`src/design/rttc_pkg.sv`:
```
// Shared types, constants and a helper function of the transmit timeout calculator.
package rttc_pkg;

   // One divider cell resolves one quotient bit.
   localparam int NUM_CELLS = 20;
   // Three front stages, the divider chain and four back stages.
   localparam int NUM_STAGES = NUM_CELLS + 7;

   // Configuration register indexes.
   localparam logic [1:0] CSR_MODULATION = 2'd0;
   localparam logic [1:0] CSR_SPREADING = 2'd1;
   localparam logic [1:0] CSR_BANDWIDTH = 2'd2;
   localparam logic [1:0] CSR_BITRATE = 2'd3;

   // Modulation codes.
   localparam logic MOD_LORA = 1'b0;
   localparam logic MOD_FLRC = 1'b1;

   // Data handed from one divider cell to the next.
   typedef struct packed {
      logic [21:0] rem;
      logic [19:0] num;
      logic [19:0] quot;
      logic [21:0] divisor;
      logic        modulation;
      logic [11:0] qsym;
   } div_type;

   // Reciprocal ceil(2^18 / (4 * (sf - 2))) for the low-data-rate block count.
   function automatic logic [14:0] ldr_recip(input logic [3:0] sf);
      logic [14:0] r;
      case (sf)
         4'd5: r = 15'd21846;
         4'd6: r = 15'd16384;
         4'd7: r = 15'd13108;
         4'd8: r = 15'd10923;
         4'd9: r = 15'd9363;
         4'd10: r = 15'd8192;
         4'd11: r = 15'd7282;
         default: r = 15'd6554;
      endcase
      return r;
   endfunction

endpackage

```
`src/design/rttc_div_cell.sv`:
```
// One restoring divider cell: resolves one quotient bit per transaction.
module rttc_div_cell (
   input  logic             clock,
   input  logic             en,
   input  rttc_pkg::div_type cell_i,
   output rttc_pkg::div_type cell_o
);
   import rttc_pkg::*;

   logic [22:0] trial;
   logic        fits;
   div_type     cell_in;
   div_type     cell_ff;

   // Shift in the next numerator bit and subtract the divisor when it fits.
   always_comb begin
      trial = {cell_i.rem, cell_i.num[19]};
      fits = trial >= {1'b0, cell_i.divisor};
      cell_in = cell_i;
      cell_in.rem = fits ? 22'(trial - {1'b0, cell_i.divisor}) : trial[21:0];
      cell_in.num = {cell_i.num[18:0], 1'b0};
      cell_in.quot = {cell_i.quot[18:0], fits};
   end

   always_ff @(posedge clock) begin
      if (en) begin
         cell_ff <= cell_in;
      end
   end

   assign cell_o = cell_ff;
endmodule

```
`src/design/rttc_prep.sv`:
```
// Front stages: clamp settings, count symbols or coded bits, build the dividend.
module rttc_prep (
   input  logic              clock,
   input  logic [2:0]        en,
   input  logic [7:0]        payload_length,
   input  logic              modulation,
   input  logic [3:0]        spreading_factor,
   input  logic [19:0]       lora_bandwidth_hz,
   input  logic [21:0]       flrc_bitrate_bps,
   output rttc_pkg::div_type cell_o
);
   import rttc_pkg::*;

   logic [7:0]  len_a_ff;
   logic        mod_a_ff;
   logic [3:0]  sf_a_ff;
   logic [21:0] div_a_ff;
   logic [3:0]  sf_in;
   logic [21:0] div_in;

   logic [13:0] pos_bits;
   logic        has_bits;
   logic [11:0] bits_b;
   logic [5:0]  ldr_div;
   logic [11:0] bits_round;
   logic [26:0] blocks_prod;
   logic [8:0]  blocks_in;
   logic [13:0] flrc_round;
   logic [30:0] coded_prod;
   logic [11:0] coded_in;

   logic        mod_b_ff;
   logic [3:0]  sf_b_ff;
   logic [21:0] div_b_ff;
   logic [8:0]  blocks_b_ff;
   logic [11:0] coded_b_ff;

   logic [31:0] numer;
   div_type     cell_in;
   div_type     cell_ff;

   // Clamp the settings and pick the divisor of the active modulation.
   always_comb begin
      sf_in = spreading_factor;
      if (spreading_factor < 4'd5) begin
         sf_in = 4'd5;
      end else if (spreading_factor > 4'd12) begin
         sf_in = 4'd12;
      end
      if (modulation == MOD_FLRC) begin
         div_in = (flrc_bitrate_bps < 22'd260000) ? 22'd260000 : flrc_bitrate_bps;
      end else begin
         div_in = (lora_bandwidth_hz < 20'd7800) ? 22'd7800 : {2'b00, lora_bandwidth_hz};
      end
   end

   always_ff @(posedge clock) begin
      if (en[0]) begin
         len_a_ff <= payload_length;
         mod_a_ff <= modulation;
         sf_a_ff <= sf_in;
         div_a_ff <= div_in;
      end
   end

   // LoRa block count with the smaller divisor, and FLRC coded bit count.
   always_comb begin
      pos_bits = {3'b000, len_a_ff, 3'b000} + 14'd44;
      has_bits = pos_bits > {8'd0, sf_a_ff, 2'b00};
      bits_b = 12'(pos_bits - {8'd0, sf_a_ff, 2'b00});
      ldr_div = {4'(sf_a_ff - 4'd2), 2'b00};
      bits_round = 12'(bits_b + {6'd0, ldr_div} - 12'd1);
      blocks_prod = bits_round * ldr_recip(sf_a_ff);
      blocks_in = has_bits ? blocks_prod[26:18] : 9'd0;
      flrc_round = {1'b0, len_a_ff, 5'b00000} + 14'd322;
      coded_prod = flrc_round * 17'd43691;
      coded_in = coded_prod[28:17];
   end

   always_ff @(posedge clock) begin
      if (en[1]) begin
         mod_b_ff <= mod_a_ff;
         sf_b_ff <= sf_a_ff;
         div_b_ff <= div_a_ff;
         blocks_b_ff <= blocks_in;
         coded_b_ff <= coded_in;
      end
   end

   // Dividend with round-up term; the quarter-symbol count rides along.
   always_comb begin
      if (mod_b_ff == MOD_FLRC) begin
         numer = 32'(coded_b_ff) * 32'd1000000 + {10'd0, div_b_ff} - 32'd1;
      end else begin
         numer = (32'd1000000 << sf_b_ff) + {10'd0, div_b_ff} - 32'd1;
      end
      cell_in.rem = {10'd0, numer[31:20]};
      cell_in.num = numer[19:0];
      cell_in.quot = '0;
      cell_in.divisor = div_b_ff;
      cell_in.modulation = mod_b_ff;
      cell_in.qsym = 12'd81 + {3'd0, blocks_b_ff} * 12'd20;
   end

   always_ff @(posedge clock) begin
      if (en[2]) begin
         cell_ff <= cell_in;
      end
   end

   assign cell_o = cell_ff;
endmodule

```
`src/design/radio_tx_timeout_calc.sv`:
```
// Top level: packet airtime and transmit-hang timeout from a payload length.
// The pipeline has 27 register stages.
// Throughput: one transaction per cycle while rsp_ready is high; the 20-cell divider chain is fully pipelined.
// Stages advance independently, so bubbles collapse and a held response only
// stalls the stages behind it once they are full.
// Reset (synchronous, active high) empties the pipeline and restores settings.
module radio_tx_timeout_calc (
   input  logic        clock,
   input  logic        reset,
   input  logic        req_valid,
   output logic        req_ready,
   input  logic [7:0]  req_payload_length,
   output logic        rsp_valid,
   input  logic        rsp_ready,
   output logic [27:0] rsp_onair_us,
   output logic [15:0] rsp_timeout_ms,
   input  logic        csr_we,
   input  logic [1:0]  csr_index,
   input  logic [21:0] csr_wdata
);
   import rttc_pkg::*;

   logic                  mod_ff;
   logic [3:0]            sf_ff;
   logic [19:0]           bw_ff;
   logic [21:0]           br_ff;
   logic [NUM_STAGES-1:0] valid_ff;
   logic [NUM_STAGES-1:0] valid_in;
   logic [NUM_STAGES-1:0] en;
   div_type               chain [NUM_CELLS:0];

   logic [31:0] prod_in;
   logic [31:0] prod_d_ff;
   logic        mod_d_ff;
   logic [19:0] quot_d_ff;
   logic [30:0] lora_air;
   logic [27:0] air_in;
   logic [27:0] air_e_ff;
   logic        big_in;
   logic [27:0] round_air;
   logic [44:0] ms_prod_in;
   logic [27:0] air_f_ff;
   logic        big_f_ff;
   logic [44:0] ms_prod_ff;
   logic [16:0] ms_raw;
   logic [15:0] ms_in;
   logic [27:0] air_g_ff;
   logic [15:0] ms_g_ff;

   // Configuration registers.
   always_ff @(posedge clock) begin
      if (reset) begin
         mod_ff <= MOD_LORA;
         sf_ff <= 4'd7;
         bw_ff <= 20'd125000;
         br_ff <= 22'd1300000;
      end else if (csr_we) begin
         unique case (csr_index)
            CSR_MODULATION: mod_ff <= csr_wdata[0];
            CSR_SPREADING: sf_ff <= csr_wdata[3:0];
            CSR_BANDWIDTH: bw_ff <= csr_wdata[19:0];
            CSR_BITRATE: br_ff <= csr_wdata;
            default: mod_ff <= mod_ff;
         endcase
      end
   end

   // Per-stage flow control: a stage loads when empty or when its successor loads.
   always_comb begin
      en[NUM_STAGES-1] = !valid_ff[NUM_STAGES-1] || rsp_ready;
      for (int i = NUM_STAGES - 2; i >= 0; i--) begin
         en[i] = !valid_ff[i] || en[i+1];
      end
      valid_in[0] = en[0] ? req_valid : valid_ff[0];
      for (int i = 1; i < NUM_STAGES; i++) begin
         valid_in[i] = en[i] ? valid_ff[i-1] : valid_ff[i];
      end
   end

   always_ff @(posedge clock) begin
      if (reset) begin
         valid_ff <= '0;
      end else begin
         valid_ff <= valid_in;
      end
   end

   assign req_ready = en[0];
   assign rsp_valid = valid_ff[NUM_STAGES-1];

   rttc_prep u_prep (
      .clock             (clock),
      .en                (en[2:0]),
      .payload_length    (req_payload_length),
      .modulation        (mod_ff),
      .spreading_factor  (sf_ff),
      .lora_bandwidth_hz (bw_ff),
      .flrc_bitrate_bps  (br_ff),
      .cell_o            (chain[0])
   );

   // Divider chain: symbol time for LoRa, airtime for FLRC.
   for (genvar g = 0; g < NUM_CELLS; g++) begin : g_cell
      rttc_div_cell u_cell (
         .clock  (clock),
         .en     (en[g+3]),
         .cell_i (chain[g]),
         .cell_o (chain[g+1])
      );
   end

   // Quarter-symbol count times symbol time.
   assign prod_in = {12'd0, chain[NUM_CELLS].quot} * {20'd0, chain[NUM_CELLS].qsym};

   always_ff @(posedge clock) begin
      if (en[NUM_CELLS+3]) begin
         prod_d_ff <= prod_in;
         mod_d_ff <= chain[NUM_CELLS].modulation;
         quot_d_ff <= chain[NUM_CELLS].quot;
      end
   end

   // Round the quarter symbols up and saturate the airtime.
   always_comb begin
      lora_air = 31'(({1'b0, prod_d_ff} + 33'd3) >> 2);
      if (mod_d_ff == MOD_FLRC) begin
         air_in = {8'd0, quot_d_ff};
      end else if (lora_air > 31'd268435455) begin
         air_in = 28'd268435455;
      end else begin
         air_in = lora_air[27:0];
      end
   end

   always_ff @(posedge clock) begin
      if (en[NUM_CELLS+4]) begin
         air_e_ff <= air_in;
      end
   end

   // Milliseconds rounded up: divide by 8, then by 125 through a reciprocal.
   always_comb begin
      big_in = air_e_ff > 28'd29975000;
      round_air = air_e_ff + 28'd999;
      ms_prod_in = round_air[24:3] * 23'd4294968;
   end

   always_ff @(posedge clock) begin
      if (en[NUM_CELLS+5]) begin
         air_f_ff <= air_e_ff;
         big_f_ff <= big_in;
         ms_prod_ff <= ms_prod_in;
      end
   end

   // Timeout is twice the milliseconds plus margin, clamped.
   always_comb begin
      ms_raw = {ms_prod_ff[44:29], 1'b0} + 17'd50;
      if (big_f_ff || ms_raw > 17'd60000) begin
         ms_in = 16'd60000;
      end else if (ms_raw < 17'd100) begin
         ms_in = 16'd100;
      end else begin
         ms_in = ms_raw[15:0];
      end
   end

   always_ff @(posedge clock) begin
      if (en[NUM_CELLS+6]) begin
         air_g_ff <= air_f_ff;
         ms_g_ff <= ms_in;
      end
   end

   assign rsp_onair_us = air_g_ff;
   assign rsp_timeout_ms = ms_g_ff;
endmodule

```
`config.mk`:
```
export PLATFORM = sky130hd
export DESIGN_NAME = radio_tx_timeout_calc
export DESIGN_NICKNAME = d
export VERILOG_FILES = /design/src/design/rttc_pkg.sv /design/src/design/rttc_div_cell.sv /design/src/design/rttc_prep.sv /design/src/design/radio_tx_timeout_calc.sv
export SDC_FILE = /design/constraint.sdc
export NUM_CORES = 2
export LEC_CHECK = 0
export BUFFER_PORTS_ARGS = -buffer_cell sky130_fd_sc_hd__clkbuf_2
export CORE_MARGIN = 1.5
export CORE_UTILIZATION = 55
export DETAILED_ROUTE_END_ITERATION = 16
export GPL_ROUTABILITY_DRIVEN = 0
export GPL_TIMING_DRIVEN = 0
export HOLD_SLACK_MARGIN = 0.02
export PLACE_DENSITY_LB_ADDON = 0.12
export REMOVE_ABC_BUFFERS = 1
export SLEW_MARGIN = 10
export SYNTH_ARGS = -nofsm -noshare
export SYNTH_HDL_FRONTEND = slang
export SYNTH_SLANG_ARGS = --single-unit
```
`constraint.sdc`:
```
create_clock -name clock -period 9.8 [get_ports clock]
set_input_delay 0 -clock clock [delete_from_list [all_inputs] [get_ports clock]]
set_output_delay 0 -clock clock [all_outputs]
set_load 0.1 [all_outputs]
```
==> run_results.csv <==
group,metric,value,unit
sta,rsz0062_at_grt,"false",
sta,fin_skew,0.0280,ns
drt,wl,228000,um
floorplan,die_h,452,um
synthesis,netlist.top_cell.by_area,"edfxtp_1",
floorplan,io_pins,83,
synthesis,synthArstFlopShare,0,%
synthesis,synth.top_cell.area_share,47.9,%
min_path,min_from,"csr_wdata[1]",
global_routing,grt_pass1_wl,365000,um
synthesis,yosys.cell_types.count,108,
drt,remaining_drc_errors,0,
place,preCtsSetupSlack,-0.0892,ns
critical_path,startpoint_type,"flip-flop",
min_path,whs_path_depth,4,
sta,min_period,9.29,ns
critical_path,cpMostUsedCell,"fa_1",
drt,avgRoutedWirePerCell,18.3,um
place,place_inst,12100,
cts,clkSinkCount,1845,
synthesis,ys_seq_area_share,49.2,%
floorplan,start_util,55.4,%
min_path,hold_class,"in -> reg",
place,port_buffers,81,
critical_path,critPathMaxFanout,8,
critical_path,timing.rr.end,"u_prep.blocks_b_ff[8]$_SDFFCE_PP0P_",
global_routing,grt_max_degree,64,
critical_path,critical-path-slowest-cell,"edfxtp_1",
sta,drv_slew,0,
synthesis,ys.flop_type,"edfxtp_1",
sta,finalCritPeriodShare,94.8,%
global_routing,antenna_found_initial,2,
sta,finalHoldViolations,0,
synthesis,netlist_top_cells_area,"edfxtp_1 48%, ha_1 12%, fa_1 8.3%",
sta,achievable-frequency,108,MHz
drt,routed-via-count,69500,
global_routing,grt_pass1_vias,71900,
critical_path,path_class,"reg -> reg",
cells_and_area,area_delta_synth_final,10.3,%
cts,clk_latency,0.82,ns
cts,path_clk_slew,0.06,ns
cts,cts_tree,"done",
drt,ant_nets,0,
critical_path,endpoint_kind,"flip-flop",
cts,cts_max_path_buffers,3,
critical_path,crit_start,"u_prep.sf_a_ff[2]$_SDFFCE_PP1P_",
floorplan,coreArea,200000,um2
sta,timing.final.ws_setup,0.507,ns
critical_path,critical_path_arrival,9.83,ns
cells_and_area,drive_above_1_share,7.64,%
synthesis,synth_area,111000,um2
sta,slew_headroom,10.1,%
critical_path,regToRegSetupSlack,0.51,ns
critical_path,cp_data_required_time,10.33,ns
global_routing,overflow,0,
cells_and_area,stdcell_count,12500,
cts,root_buffer,"clkbuf_16",
status,status,"completed",
place,hpwl,179000,um
cells_and_area,nets,11200,
synthesis,avgSynthCellArea,11.8,um2
floorplan,fp.dieW,452,um
floorplan,dieArea,205000,um2
run,max_cap_violations,0,
global_routing,grt_usage,22.3,%
synthesis,synth_edf_count,1771,
drt,first_iter_violations,4074,
cells_and_area,multi_input_area,50800,um2
sta,setup_violations,0,
cts,htree_levels,4,
drt,dr.pass1.iters,6,
min_path,worst_hold_path.endpoint,"bw_ff[1]$_SDFFE_PP0P_",
synthesis,yosys_warnings,0,
cells_and_area,fin_util,61.2,%
cts,cts_inserted_buffers,193,
floorplan,core.rowCount,164,
critical_path,rr_worst_depth,33,
sta,worst_pin_slew,1.34,ns
synthesis,postSynthCellCount,9435,
critical_path,reg2reg_from,"u_prep.sf_a_ff[2]$_SDFFCE_PP1P_",
cells_and_area,fillers,15600,
synthesis,synth_seq_cells,1845,
drt,viasPerCell,5.56,
critical_path,cpPeakStageDelay,0.65,ns
cells_and_area,regArea,54700,um2
==> routing by layer <==
metal | global-route usage (%) | wire length (um) | up-vias
li1 | - | - | 33800
met1 | 23.4 | 85000 | 33600
met2 | 42.9 | 123000 | 1472
met3 | 2.85 | 7660 | 595
met4 | 12.0 | 12800 | 0
met5 | 0 | 0 | -
==> worst max path at each step <==
stage               slack (ns)                                  end  cells past startpoint
global route              0.02  u_prep.blocks_b_ff[8]$_SDFFCE_PP0P_                     33
detailed placement       -0.09  u_prep.blocks_b_ff[8]$_SDFFCE_PP0P_                     33
global placement         -0.38                            req_ready                     11
finish                    0.51  u_prep.blocks_b_ff[8]$_SDFFCE_PP0P_                     33
CTS                       0.14  u_prep.blocks_b_ff[8]$_SDFFCE_PP0P_                     33
floorplan                 1.44  u_prep.blocks_b_ff[8]$_SDFFCE_PP0P_                     33
==> critical path, delay by kind of cell, from the launching register on <==
family	cells	cell delay, ns
adders and majority gates	8	3.68
AOI/OAI and AO/OA	11	2.80
buffers and inverters	6	0.73
xor gates and xnor gates	4	0.72
DFF	1	0.65
and+or+nand+nor	4	0.41
==> cell families (layout without fill, tap and decap cells) <==
family / after synthesis / in the layout / share of synthesized area [%]
compound gates: 1699 / 1699 / 9.88
buf+inv: 1543 / 1952 / 5.30
fa+ha+maj: 1507 / 1507 / 20.1
xor+xnor: 504 / 504 / 3.98
mux: 244 / 244 / 2.48
simple gates: 2092 / 2092 / 9.06
other cells: 1 / 2 / 0.00338
flops: 1845 / 1845 / 49.2
==> sequential cells by signal, indices dropped and copies added, names as in the netlist, 18 cells and up <==
register              count
g_cell.u_cell.cell_o   1456
u_prep.cell_o            65
prod_d_ff                32
air_e_ff                 28
air_f_ff                 28
rsp_onair_us             28
valid_ff                 27
br_ff                    22
u_prep.div_a_ff          22
u_prep.div_b_ff          22
bw_ff                    20
quot_d_ff                18
==> per-stage QoR <==
step / area [um2] / TNS [ns] / hold WS (ns)
2_1_floorplan: 110000 / 0 / 0.0691
3_3_place_gp: 114000 / -10.07 / 0.181
3_5_place_dp: 115000 / -0.136 / 0.179
4_1_cts: 122000 / 0 / 0.0244
5_1_grt: 123000 / 0 / 0.0627
6_report: 123000 / 0 / 0.0834
==> cell type report <==
type	count	share of cell area [%]
timing repair buffer	229	1.88
sequential	1845	44.6
inverter	1367	4.20
clock inverter	115	0.860
antenna	1	0.00204
multi-input combinational	6047	41.5
clock buffer	241	4.27
tap	2656	2.71
==> cell usage after synthesis, drive strengths merged (89+ instances only) <==
master  instances
nor2b         110
nand2b         89
nand2         646
nand4         103
fa            458
edfxtp       1771
clkbuf        132
o21ai         362
a21oi         512
xor2          189
nor2          543
ha           1049
inv          1364
o21a           92
nor3          116
xnor2         315
nand3         114
mux2          198
and2          126
a21o          211
==> cell usage in the layout (no fill, tap or decap), types with 32 or more instances in the layout <==
cell type,count
a211oi_1,60
ha_1,1049
nor2b_1,109
clkinv_1,45
nand3_1,110
a21boi_0,39
clkbuf_1,32
xor2_1,188
fa_1,458
o21a_1,92
o21ai_0,342
nor3_1,115
clkbuf_16,198
inv_1,1354
nand2b_1,89
dlygate4sd3_1,83
a21o_1,211
nand2_1,637
xnor2_1,311
nor4_1,32
nand4_1,102
edfxtp_1,1771
clkbuf_2,80
o211ai_1,34
dfxtp_1,74
a21oi_1,509
or3_1,38
o31ai_1,42
mux2_2,181
and3_1,50
mux2i_1,46
and2_1,125
o21bai_1,52
a31oi_1,58
nor2_1,540
==> repair_timing <==
item                       in CTS  in global routing
gates resized for setup         2                  2
setup buffers                   0                 10
setup endpoints to repair       2                  4
pin swaps                       0                  2
hold endpoints to repair      105                  0
hold buffers                   83                  0
Power is left out: the tool's default activity adds up to more than one toggle a clock period on the data nets, which glitch-free logic cannot reach.
